[config.mk]
export PLATFORM = sky130hd
export DESIGN_NAME = two_priority_dma_request_queue
export DESIGN_NICKNAME = d
export VERILOG_FILES = /design/src/rtl/dmaq_pkg.sv /design/src/rtl/dmaq_queue.sv /design/src/rtl/two_priority_dma_request_queue.sv
export SDC_FILE = /design/constraint.sdc
export NUM_CORES = 2
export LEC_CHECK = 0
export BUFFER_PORTS_ARGS = -buffer_cell sky130_fd_sc_hd__buf_2
export CORE_ASPECT_RATIO = 1.2
export CORE_MARGIN = 2
export CORE_UTILIZATION = 35
export CTS_CLUSTER_DIAMETER = 200
export DETAILED_ROUTE_END_ITERATION = 10
export PLACE_DENSITY = 0.54
export SYNTH_ARGS = -nofsm -noshare
export SYNTH_HDL_FRONTEND = slang
export SYNTH_HIERARCHICAL = 1
export SYNTH_SLANG_ARGS = --single-unit
[constraint.sdc]
create_clock -name clk -period 24.9 [get_ports clk]
set_clock_uncertainty 0.1 [all_clocks]
set_input_delay 0 -clock clk [delete_from_list [all_inputs] [get_ports clk]]
set_output_delay 0 -clock clk [all_outputs]
set_load 0.01 [all_outputs]
[src/rtl/dmaq_pkg.sv]
// Shared types, constants and helpers for the two-priority DMA request queue.
// Depends on nothing; used by dmaq_queue and two_priority_dma_request_queue.
package dmaq_pkg;

    localparam int QUEUE_DEPTH = 16;
    localparam int QPTR_W      = $clog2(QUEUE_DEPTH);
    localparam int QCNT_W      = $clog2(QUEUE_DEPTH + 1);
    localparam int QSUM_W      = QPTR_W + 1;

    localparam int CHUNK_W     = 25;
    localparam int LEN_W       = 24;
    localparam int ADDR_W      = 32;
    localparam int TAG_W       = 8;

    localparam logic [CHUNK_W-1:0] CHUNK_RESET = CHUNK_W'(4096);
    localparam logic [CHUNK_W-1:0] CHUNK_MIN   = CHUNK_W'(32);

    localparam logic OP_POST = 1'b0;
    localparam logic OP_DONE = 1'b1;

    localparam logic [1:0] KIND_START  = 2'd0;
    localparam logic [1:0] KIND_DONE   = 2'd1;
    localparam logic [1:0] KIND_REJECT = 2'd2;

    typedef struct packed {
        logic              operation;
        logic [TAG_W-1:0]  request_tag;
        logic              to_aram;
        logic              priority_high;
        logic [ADDR_W-1:0] source_address;
        logic [ADDR_W-1:0] dest_address;
        logic [LEN_W-1:0]  transfer_length;
    } in_item_t;

    typedef struct packed {
        logic [1:0]        result_kind;
        logic [TAG_W-1:0]  result_tag;
        logic              dma_to_aram;
        logic [ADDR_W-1:0] main_address;
        logic [ADDR_W-1:0] aram_address;
        logic [LEN_W-1:0]  dma_length;
        logic              last_result;
    } out_item_t;

    // one queued request as held in a queue memory
    typedef struct packed {
        logic [ADDR_W-1:0] src;
        logic [ADDR_W-1:0] dst;
        logic [TAG_W-1:0]  tag;
        logic              dir;
        logic [LEN_W-1:0]  len;
    } entry_t;

    typedef struct packed {
        logic push;  // write entry at tail
        logic rd;    // read head entry into the output register
        logic pop;   // retire head entry
    } q_ctrl_t;

    typedef struct packed {
        logic full;
        logic empty;
    } q_stat_t;

    function automatic out_item_t make_start(
        input logic [TAG_W-1:0]  tag,
        input logic              dir,
        input logic [ADDR_W-1:0] src,
        input logic [ADDR_W-1:0] dst,
        input logic [LEN_W-1:0]  len,
        input logic              last
    );
        out_item_t r;
        r.result_kind  = KIND_START;
        r.result_tag   = tag;
        r.dma_to_aram  = dir;
        r.main_address = dir ? src : dst;
        r.aram_address = dir ? dst : src;
        r.dma_length   = len;
        r.last_result  = last;
        return r;
    endfunction

    function automatic out_item_t make_status(
        input logic [1:0]       kind,
        input logic [TAG_W-1:0] tag,
        input logic             last
    );
        out_item_t r;
        r             = '0;
        r.result_kind = kind;
        r.result_tag  = tag;
        r.last_result = last;
        return r;
    endfunction

endpackage

[src/rtl/dmaq_queue.sv]
// One request FIFO: entry memory with registered read, head pointer and fill count.
// Depends on dmaq_pkg.
module dmaq_queue (
    input  logic              clk,
    input  logic              rst_n,
    input  dmaq_pkg::q_ctrl_t ctrl,
    input  dmaq_pkg::entry_t  wr_data,
    output dmaq_pkg::entry_t  rd_data,
    output dmaq_pkg::q_stat_t stat
);

    dmaq_pkg::entry_t mem [dmaq_pkg::QUEUE_DEPTH];
    dmaq_pkg::entry_t rd_data_reg;

    logic [dmaq_pkg::QPTR_W-1:0] head_reg, head_next;
    logic [dmaq_pkg::QCNT_W-1:0] count_reg, count_next;
    logic [dmaq_pkg::QSUM_W-1:0] tail_sum;
    logic [dmaq_pkg::QPTR_W-1:0] tail;

    always_comb
    begin
        tail_sum = dmaq_pkg::QSUM_W'(head_reg) + dmaq_pkg::QSUM_W'(count_reg);
        if (tail_sum >= dmaq_pkg::QSUM_W'(dmaq_pkg::QUEUE_DEPTH))
        begin
            tail_sum = tail_sum - dmaq_pkg::QSUM_W'(dmaq_pkg::QUEUE_DEPTH);
        end
        tail = tail_sum[dmaq_pkg::QPTR_W-1:0];
    end

    always_comb
    begin
        head_next  = head_reg;
        count_next = count_reg;
        if (ctrl.push)
        begin
            count_next = count_reg + 1'b1;
        end
        if (ctrl.pop)
        begin
            count_next = count_reg - 1'b1;
            if (head_reg == dmaq_pkg::QPTR_W'(dmaq_pkg::QUEUE_DEPTH - 1))
            begin
                head_next = '0;
            end
            else
            begin
                head_next = head_reg + 1'b1;
            end
        end
    end

    always_ff @(posedge clk or negedge rst_n)
    begin
        if (!rst_n)
        begin
            head_reg  <= '0;
            count_reg <= '0;
        end
        else
        begin
            head_reg  <= head_next;
            count_reg <= count_next;
        end
    end

    always_ff @(posedge clk)
    begin
        if (ctrl.push)
        begin
            mem[tail] <= wr_data;
        end
        if (ctrl.rd)
        begin
            rd_data_reg <= mem[head_reg];
        end
    end

    assign rd_data    = rd_data_reg;
    assign stat.full  = (count_reg == dmaq_pkg::QCNT_W'(dmaq_pkg::QUEUE_DEPTH));
    assign stat.empty = (count_reg == '0);

endmodule

[src/rtl/two_priority_dma_request_queue.sv]
// Top level of the two-priority DMA request queue: sequencer, busy/chunk state.
// Depends on dmaq_pkg and dmaq_queue.
//
// Usage:
//   Command channel: cmd is taken when start is high and busy is low. A post
//   (operation 0) enqueues a request on the high or low queue; a dma_done
//   event (operation 1) retires the finished request and schedules the next.
//   Results: each transaction shows on result for one cycle with result_valid
//   high; the receiver cannot stall, so results are never held. An input gives
//   up to two results (completion, then DMA start); last_result marks its end.
//   Config: cfg_data (chunk size) is written when cfg_valid is high; cfg_ready
//   is always high. Values below 32 or not a multiple of 32 are dropped.
//   Timing: a post that starts nothing keeps busy low and a rejected post
//   returns its result the next cycle. Otherwise the sequencer walks
//   schedule -> queue memory read -> issue for a high-priority start and
//   schedule -> queue memory read -> low piece issue for a new low request;
//   a further low piece goes schedule -> issue, and a bare completion is
//   reported in the schedule step. The queue memory read is registered.
//   Reset: both queues empty, nothing busy, chunk size 4096. The queue
//   memories are not cleared; only occupied entries are ever read.
module two_priority_dma_request_queue (
    input  logic                           clk,
    input  logic                           rst_n,
    input  logic                           start,
    output logic                           busy,
    input  dmaq_pkg::in_item_t             cmd,
    output logic                           result_valid,
    output dmaq_pkg::out_item_t            result,
    input  logic                           cfg_valid,
    output logic                           cfg_ready,
    input  logic [dmaq_pkg::CHUNK_W-1:0]   cfg_data
);

    // sequencer states
    localparam logic [2:0] ST_IDLE   = 3'd0;
    localparam logic [2:0] ST_SCHED  = 3'd1;  // report completion, pick next work
    localparam logic [2:0] ST_HWAIT  = 3'd2;  // high head entry arriving
    localparam logic [2:0] ST_LWAIT  = 3'd3;  // low head entry arriving
    localparam logic [2:0] ST_LPIECE = 3'd4;  // issue one low piece

    logic [2:0] state_reg, state_next;

    dmaq_pkg::q_ctrl_t hq_ctrl, lq_ctrl;
    dmaq_pkg::q_stat_t hq_stat, lq_stat;
    dmaq_pkg::entry_t  hq_rd, lq_rd, wr_entry;

    // in-flight request bookkeeping
    logic                          high_busy_reg, high_busy_next;
    logic [dmaq_pkg::TAG_W-1:0]    high_tag_reg, high_tag_next;
    logic                          low_busy_reg, low_busy_next;
    logic                          low_final_reg, low_final_next;
    logic [dmaq_pkg::TAG_W-1:0]    low_tag_reg, low_tag_next;
    logic                          low_dir_reg, low_dir_next;
    logic [dmaq_pkg::ADDR_W-1:0]   low_src_reg, low_src_next;
    logic [dmaq_pkg::ADDR_W-1:0]   low_dst_reg, low_dst_next;
    logic [dmaq_pkg::LEN_W-1:0]    low_rem_reg, low_rem_next;

    // completion waiting to be reported in the schedule step
    logic                          comp_pend_reg, comp_pend_next;
    logic [dmaq_pkg::TAG_W-1:0]    comp_tag_reg, comp_tag_next;

    logic [dmaq_pkg::CHUNK_W-1:0]  chunk_reg, chunk_next;

    logic                          result_valid_reg, result_valid_next;
    dmaq_pkg::out_item_t           result_reg, result_next;

    logic accept;
    logic [dmaq_pkg::ADDR_W-1:0] chunk_ext;

    assign accept    = start && (state_reg == ST_IDLE);
    assign chunk_ext = dmaq_pkg::ADDR_W'(chunk_reg);

    assign wr_entry.src = cmd.source_address;
    assign wr_entry.dst = cmd.dest_address;
    assign wr_entry.tag = cmd.request_tag;
    assign wr_entry.dir = cmd.to_aram;
    assign wr_entry.len = cmd.transfer_length;

    dmaq_queue u_high_q (
        .clk     (clk),
        .rst_n   (rst_n),
        .ctrl    (hq_ctrl),
        .wr_data (wr_entry),
        .rd_data (hq_rd),
        .stat    (hq_stat)
    );

    dmaq_queue u_low_q (
        .clk     (clk),
        .rst_n   (rst_n),
        .ctrl    (lq_ctrl),
        .wr_data (wr_entry),
        .rd_data (lq_rd),
        .stat    (lq_stat)
    );

    // chunk size register; bad values are ignored
    always_comb
    begin
        chunk_next = chunk_reg;
        if (cfg_valid && (cfg_data >= dmaq_pkg::CHUNK_MIN) && (cfg_data[4:0] == '0))
        begin
            chunk_next = cfg_data;
        end
    end

    always_comb
    begin
        state_next        = state_reg;
        high_busy_next    = high_busy_reg;
        high_tag_next     = high_tag_reg;
        low_busy_next     = low_busy_reg;
        low_final_next    = low_final_reg;
        low_tag_next      = low_tag_reg;
        low_dir_next      = low_dir_reg;
        low_src_next      = low_src_reg;
        low_dst_next      = low_dst_reg;
        low_rem_next      = low_rem_reg;
        comp_pend_next    = comp_pend_reg;
        comp_tag_next     = comp_tag_reg;
        result_valid_next = 1'b0;
        result_next       = result_reg;
        hq_ctrl           = '0;
        lq_ctrl           = '0;

        case (state_reg)
            ST_IDLE:
            begin
                if (accept)
                begin
                    if (cmd.operation == dmaq_pkg::OP_POST)
                    begin
                        comp_pend_next = 1'b0;
                        if (cmd.priority_high ? hq_stat.full : lq_stat.full)
                        begin
                            result_valid_next = 1'b1;
                            result_next = dmaq_pkg::make_status(dmaq_pkg::KIND_REJECT,
                                                                cmd.request_tag, 1'b1);
                        end
                        else
                        begin
                            hq_ctrl.push = cmd.priority_high;
                            lq_ctrl.push = !cmd.priority_high;
                            // work only kicks off when nothing is in flight
                            if (!high_busy_reg && !low_busy_reg)
                            begin
                                state_next = ST_SCHED;
                            end
                        end
                    end
                    else
                    begin
                        // dma_done: retire high first, low only after its final piece
                        comp_pend_next = 1'b0;
                        if (high_busy_reg)
                        begin
                            comp_pend_next = 1'b1;
                            comp_tag_next  = high_tag_reg;
                            high_busy_next = 1'b0;
                            high_tag_next  = '0;
                        end
                        else if (low_busy_reg && low_final_reg)
                        begin
                            comp_pend_next = 1'b1;
                            comp_tag_next  = low_tag_reg;
                            low_busy_next  = 1'b0;
                            low_final_next = 1'b0;
                        end
                        state_next = ST_SCHED;
                    end
                end
            end

            ST_SCHED:
            begin
                if (!hq_stat.empty)
                begin
                    hq_ctrl.rd = 1'b1;
                    state_next = ST_HWAIT;
                end
                else if (!low_busy_reg && !lq_stat.empty)
                begin
                    lq_ctrl.rd = 1'b1;
                    state_next = ST_LWAIT;
                end
                else if (low_busy_reg && !low_final_reg)
                begin
                    state_next = ST_LPIECE;
                end
                else
                begin
                    state_next = ST_IDLE;
                end
                if (comp_pend_reg)
                begin
                    result_valid_next = 1'b1;
                    result_next = dmaq_pkg::make_status(dmaq_pkg::KIND_DONE, comp_tag_reg,
                                                        state_next == ST_IDLE);
                    comp_pend_next = 1'b0;
                end
            end

            ST_HWAIT:
            begin
                hq_ctrl.pop       = 1'b1;
                high_busy_next    = 1'b1;
                high_tag_next     = hq_rd.tag;
                result_valid_next = 1'b1;
                result_next = dmaq_pkg::make_start(hq_rd.tag, hq_rd.dir, hq_rd.src,
                                                   hq_rd.dst, hq_rd.len, 1'b1);
                state_next = ST_IDLE;
            end

            ST_LWAIT:
            begin
                lq_ctrl.pop    = 1'b1;
                low_busy_next  = 1'b1;
                low_final_next = 1'b0;
                low_tag_next   = lq_rd.tag;
                low_dir_next   = lq_rd.dir;
                low_src_next   = lq_rd.src;
                low_dst_next   = lq_rd.dst;
                low_rem_next   = lq_rd.len;
                state_next     = ST_LPIECE;
            end

            ST_LPIECE:
            begin
                result_valid_next = 1'b1;
                if (dmaq_pkg::CHUNK_W'(low_rem_reg) <= chunk_reg)
                begin
                    // whole remainder goes as the final piece
                    result_next = dmaq_pkg::make_start(low_tag_reg, low_dir_reg, low_src_reg,
                                                       low_dst_reg, low_rem_reg, 1'b1);
                    low_final_next = 1'b1;
                    low_rem_next   = '0;
                end
                else
                begin
                    result_next = dmaq_pkg::make_start(low_tag_reg, low_dir_reg, low_src_reg,
                                                       low_dst_reg,
                                                       chunk_reg[dmaq_pkg::LEN_W-1:0], 1'b1);
                    low_rem_next = low_rem_reg - chunk_reg[dmaq_pkg::LEN_W-1:0];
                end
                low_src_next = low_src_reg + chunk_ext;
                low_dst_next = low_dst_reg + chunk_ext;
                state_next   = ST_IDLE;
            end

            default:
            begin
                state_next = ST_IDLE;
            end
        endcase
    end

    always_ff @(posedge clk or negedge rst_n)
    begin
        if (!rst_n)
        begin
            state_reg        <= ST_IDLE;
            high_busy_reg    <= 1'b0;
            high_tag_reg     <= '0;
            low_busy_reg     <= 1'b0;
            low_final_reg    <= 1'b0;
            low_tag_reg      <= '0;
            low_dir_reg      <= 1'b0;
            low_src_reg      <= '0;
            low_dst_reg      <= '0;
            low_rem_reg      <= '0;
            comp_pend_reg    <= 1'b0;
            comp_tag_reg     <= '0;
            chunk_reg        <= dmaq_pkg::CHUNK_RESET;
            result_valid_reg <= 1'b0;
            result_reg       <= '0;
        end
        else
        begin
            state_reg        <= state_next;
            high_busy_reg    <= high_busy_next;
            high_tag_reg     <= high_tag_next;
            low_busy_reg     <= low_busy_next;
            low_final_reg    <= low_final_next;
            low_tag_reg      <= low_tag_next;
            low_dir_reg      <= low_dir_next;
            low_src_reg      <= low_src_next;
            low_dst_reg      <= low_dst_next;
            low_rem_reg      <= low_rem_next;
            comp_pend_reg    <= comp_pend_next;
            comp_tag_reg     <= comp_tag_next;
            chunk_reg        <= chunk_next;
            result_valid_reg <= result_valid_next;
            result_reg       <= result_next;
        end
    end

    assign busy         = (state_reg != ST_IDLE);
    assign cfg_ready    = 1'b1;
    assign result_valid = result_valid_reg;
    assign result       = result_reg;

endmodule
### Word-level counts from Yosys, hierarchy flattened

Memory sizes are Yosys's and may differ from the RTL's. A register that Yosys moved wholly into a read port is not among the register bits.
Index checks and enable logic that the tools add are counted.

* bits in registers: 264
* latch bits: 0
* memory bits (writable): 3104
* bits in read-only memories: 0
* input port bits: 128
* output and inout bits: 103
* logic and storage cells: 176
* memories kept: 2

Memories
* u_high_q.mem: depth 16, width 97, rd ports 1, clocked after memory_dff 1, wr ports 1, RTL line dmaq_queue.sv:12 `dmaq_pkg::entry_t mem [dmaq_pkg::QUEUE_DEPTH];`
* u_low_q.mem: depth 16, width 97, rd ports 1, clocked after memory_dff 1, wr ports 1, RTL line dmaq_queue.sv:12

* add/subtract/negate cells: 13
* multiply operators: 0
* div/mod/pow operators: 0
* magnitude comparators: 4
* equality and inequality tests: 19
* shifts and indexed selects: 0
* muxes and demuxes: 77
* bitwise logic cells: 0
* reduce and logical (&&, ||, !) cells: 36

Operators by type and width (number)
* 100-bit 2-to-1 mux: 4
* 100-bit case mux with 4 select lines: 1
* 32-bit 2-to-1 mux: 4
* 32-bit case mux with 2 select lines: 2
* 32-bit by 25-bit adder with 32-bit output: 2
* 24-bit case mux with 2 select lines: 1
* 8-bit 2-to-1 mux: 5
* 1-bit 2-to-1 mux: 35
* 25-bit by 6-bit >= comparator with 1-bit output (second input constant): 1
* 24-bit by 25-bit <= comparator with 1-bit output: 1
* 25-bit 2-to-1 mux: 1
* 24-bit 2-to-1 mux: 1
* 3-bit 2-to-1 mux: 8
* 24-bit subtractor: 1
* 5-bit 2-to-1 mux: 4
* 4-bit 2-to-1 mux: 4
* 8-bit case mux with 2 select lines: 1
* 5-bit logical NOT: 3
* 2-bit inequality test (second input constant): 7
* 2-bit nonzero test: 7
* 4-bit by 5-bit adder with 5-bit output: 2
* 5-bit by 1-bit adder with 5-bit output (second input constant): 2
* 5-bit == test (second input constant): 2
* 5-bit >= comparator (second input constant): 2
* other kinds (24): 48

### Depth between registers and ports, before layout

* word-level depth: 9
* gate-level depth with buffers: 14
* mapped depth without buffers: 12

### Modules after synthesis

Netlist, hierarchy kept.

Modules (own cells, without submodules)
* dmaq_queue at u_low_q: times used 1, cells each 2560, area an instance 61579.1 sq um, seq. area each 49742.7 sq um
* dmaq_queue at u_high_q: times used 1, cells each 2553, area an instance 61502.7 sq um, seq. area each 49742.7 sq um
* two_priority_dma_request_queue: times used 1, cells each 1737, area an instance 16041.6 sq um, seq. area each 6157.2 sq um

### Worst setup path after synthesis

OpenSTA, ideal clock, no wires.

* kind: register to register
* start: register state_reg[1]
* end: register, netlist name u_high_q/rd_data[0]
* data arrival time: 7.478 ns
* required time: 24.127 ns
* slack: 16.650 ns
* cell stages (with the launch flop): 5
* path through: dfrtp_1 -> clkbuf_1 -> clkbuf_1 -> clkbuf_1 -> nor3_1

RTL lines
* from (decl): RTL line two_priority_dma_request_queue.sv:41 `logic [2:0] state_reg, state_next;`
* from (signal assigned): RTL line two_priority_dma_request_queue.sv:279 `state_reg <= state_next;`

==> impl_metrics.toml <==
[setup_path]
cp_num_buf_inv = 6
cp-end-kind = "flop"
arrival_ps = 6980
critPathTopFamily = "buffers and inverters"
cp_common_cell = "buf_4"
crit_slowest_cell = "buf_4"
cp-start-kind = "flop"
path_cells = "buf_4, buf_4, buf_4, buf_4, buf_4, buf_4, mux4_2, a22oi_1, nand2_1"
cp.required_ps = 25440
crit_fanout = 48
max_stage_delay_ps = 820
crit_type = "flop to flop"

[power_and_ir_drop]
p_per_area_nw_per_um2 = 110
swShare = 0.310
clockPowerShare = 0.305
switching_power_mw = 5.45
internal_power_mw = 12.2
max-vdd-ir-drop_uv = 70.3
p_seq_frac = 0.434
combPwrFrac = 0.261
totalPowerFinal_mw = 17.6
p_leak_nw = 52.1

[sta]
max_slew_margin = 0.158
rsz0062_at_grt = "false"
fin_crit_sh = 0.259
finalWorstSetupSlack_ps = 18460
tns_ps = 0
tightest_slew_ps = 1260
drv_slew = 0
finalHoldViolCount = 0
max_freq_ghz = 0.155
hold_slack_ps = 49.6
setup_violations = 0
fin_crit_ps = 6440

[floorplan]
coreArea_um2 = 396000
rows = 253
dieArea_um2 = 403000
die_x_um = 580
chipHeight_um = 695
initial_core_util = 0.352
ioPinCount = 231

[detailed_routing]
vias = 71400
wl_per_cell_um = 30.4
dr.pass1.iters = 6
drc = 0
drt-initial-drc-count = 7478
post_drt_via_cell_ratio = 5.52
routed_wl_um = 393000
antenna_left = 0

[final_layout]
final_cells = 12900
final_cell_area_um2 = 160000
nets = 7623
fin_util = 0.404
area_delta_synth_final_pct = 15.0
layout-drive-gt1-share = 0.233

[clocking]
cts_made_buffers = 355
cts_resized = 0
htreeDepth = 5
cts.sinks = 3562
clk_latency_ps = 910
cts_tree = "yes"
postCtsSetupRepairBufs = 0
clkSlewWorstSetupHoldPaths_ps = 60
cts-root-buf = "clkbuf_16"
clock_path_buffers = 4

[synthesis]
synth_top_area_cell = "edfxtp_1"
synth_edf_count = 3298
synthTopCellsByCount = "edfxtp_1, mux4_2, nand2_1, a22oi_1, dfrtp_1"
async_flop_share = 0.0741
yosysSeqAreaShare = 0.759
synth_nets = 7073
ys_ff_latch = 3562
avgSynthCellArea_um2 = 20.3
yosysMostFrequentCell = "edfxtp_1"
synthesis.instances = 6850
synth_top_area_share = 0.712
synth_cell_type_count = 91
ys_warn_count = 6
syn_area_um2 = 139000
yosys_most_used_dff = "edfxtp_1"
ys_top_cells_by_area = "edfxtp_1, mux4_2, dfrtp_1"

[grt]
grt_pass1_wl_um = 556000
grt.overflow.total = 0
grt_max_degree = 128
grtUsageTotal = 0.193
antenna_found_initial = 62
grt_pass1_vias = 73000

[place]
placed_cell_area_um2 = 147000
numPlacedInstances = 12100
io_buffers = 229
dp_hpwl_um = 235000
post-place-ws_ps = 18230
gp_congestion = 0.822

[flow_run]
max-cap-violations = 0

[hold_path]
hp-class = "input port to flop"

[run_status]
status = "complete, no violations"
-- worst reg2reg max path: stages (launching register included) --
cell	delay (ps)
dfrtp_4	480
buf_4	640
buf_4	540
buf_4	860
buf_4	800
buf_4	810
buf_4	910
mux4_2	690
a22oi_1	270
nand2_1	80
-- cells by family after synthesis --
family                   after synthesis  synth area share
flip-flops                          3562             0.759
multiplexers                         973             0.140
AO/OA/AOI/OAI                        947            0.0488
AND/OR/NAND/NOR                      760            0.0233
buffers and inverters                436            0.0149
adder cells (fa/ha/maj)               95           0.00892
XOR/XNOR                              76           0.00478
other                                  1         0.0000270
-- final timing paths --
path                                                   from                          endpoint  slack, ps  depth (start not counted)
setup / recovery           u_high_q/head_reg[0]$_DFFE_PN0P_    u_high_q/rd_data[56]$_DFFE_PP_      18460                          9
hold / removal                                      cmd[39]     u_high_q/mem[9][48]$_DFFE_PP_         50                          2
setup reg to reg           u_high_q/head_reg[0]$_DFFE_PN0P_    u_high_q/rd_data[56]$_DFFE_PP_      18460                          9
hold reg to reg               u_low_q/rd_data[32]$_DFFE_PP_        low_tag_reg[7]$_DFFE_PN0P_        330                          2
max in group asynchronous                             rst_n         chunk_reg[17]$_DFFE_PN0P_      22990                          5
min in group asynchronous                             rst_n  u_high_q/head_reg[0]$_DFFE_PN0P_        200                          4
-- cell usage in the layout (no fill, tap or decap), types with 12 or more instances in the layout --
cell / instances
a211oi_1: 18
a21o_1: 32
a21oi_1: 105
a22oi_1: 434
a31oi_1: 30
and3_1: 16
buf_12: 12
buf_2: 228
buf_4: 156
bufinv_16: 37
clkbuf_1: 69
clkbuf_16: 364
clkbuf_8: 13
clkinv_1: 62
clkinv_2: 63
dfrtp_1: 258
diode_2: 12
dlygate4sd3_1: 171
edfxtp_1: 3298
ha_1: 88
inv_1: 58
mux2_2: 23
mux2i_1: 174
mux4_2: 776
nand2_1: 436
nand2b_1: 14
nand3_1: 27
nor2_1: 121
nor2_4: 35
nor2b_1: 15
nor3_1: 23
o21a_1: 16
o21ai_0: 109
o221ai_1: 70
o22ai_1: 30
xnor2_1: 45
xor2_1: 31
-- power groups by stage --
stage                     registers [mW]  clock network (mW)  logic (mW)
after CTS                           7.66                5.48        4.67
after global placement              7.77                   0        4.58
after floorplan                     7.46                   0        3.29
after detailed placement            7.78                   0        4.62
final                               7.64                5.37        4.61
after global routing                7.68                5.70        4.99
-- final cells by class --
type / instances / area (µm²)
Antenna cell: 12 / 30.0
Clock buffer: 446 / 9550
Clock inverter: 190 / 1970
Fill cell: 35000 / 236000
Inverter: 60 / 228
Multi-Input combinational cell: 2852 / 31800
Sequential cell: 3562 / 106000
Tap cell: 5227 / 6540
Timing Repair Buffer: 569 / 4310
-- per-layer routing --
layer | global-route usage | vias up | wire length, µm
met5 | 0 | - | 113
met4 | 0.0441 | 16 | 8710
met3 | 0.0310 | 510 | 25900
met2 | 0.331 | 2374 | 199000
met1 | 0.257 | 38900 | 159000
li1 | - | 29600 | -
-- timing repair --
item | in CTS | in global routing
endpoints found under the hold margin | 3334 | 0
hold buffers | 172 | 0
setup endpoints to repair | 0 | 0
Note: power is estimated with default switching activity, not from simulation.
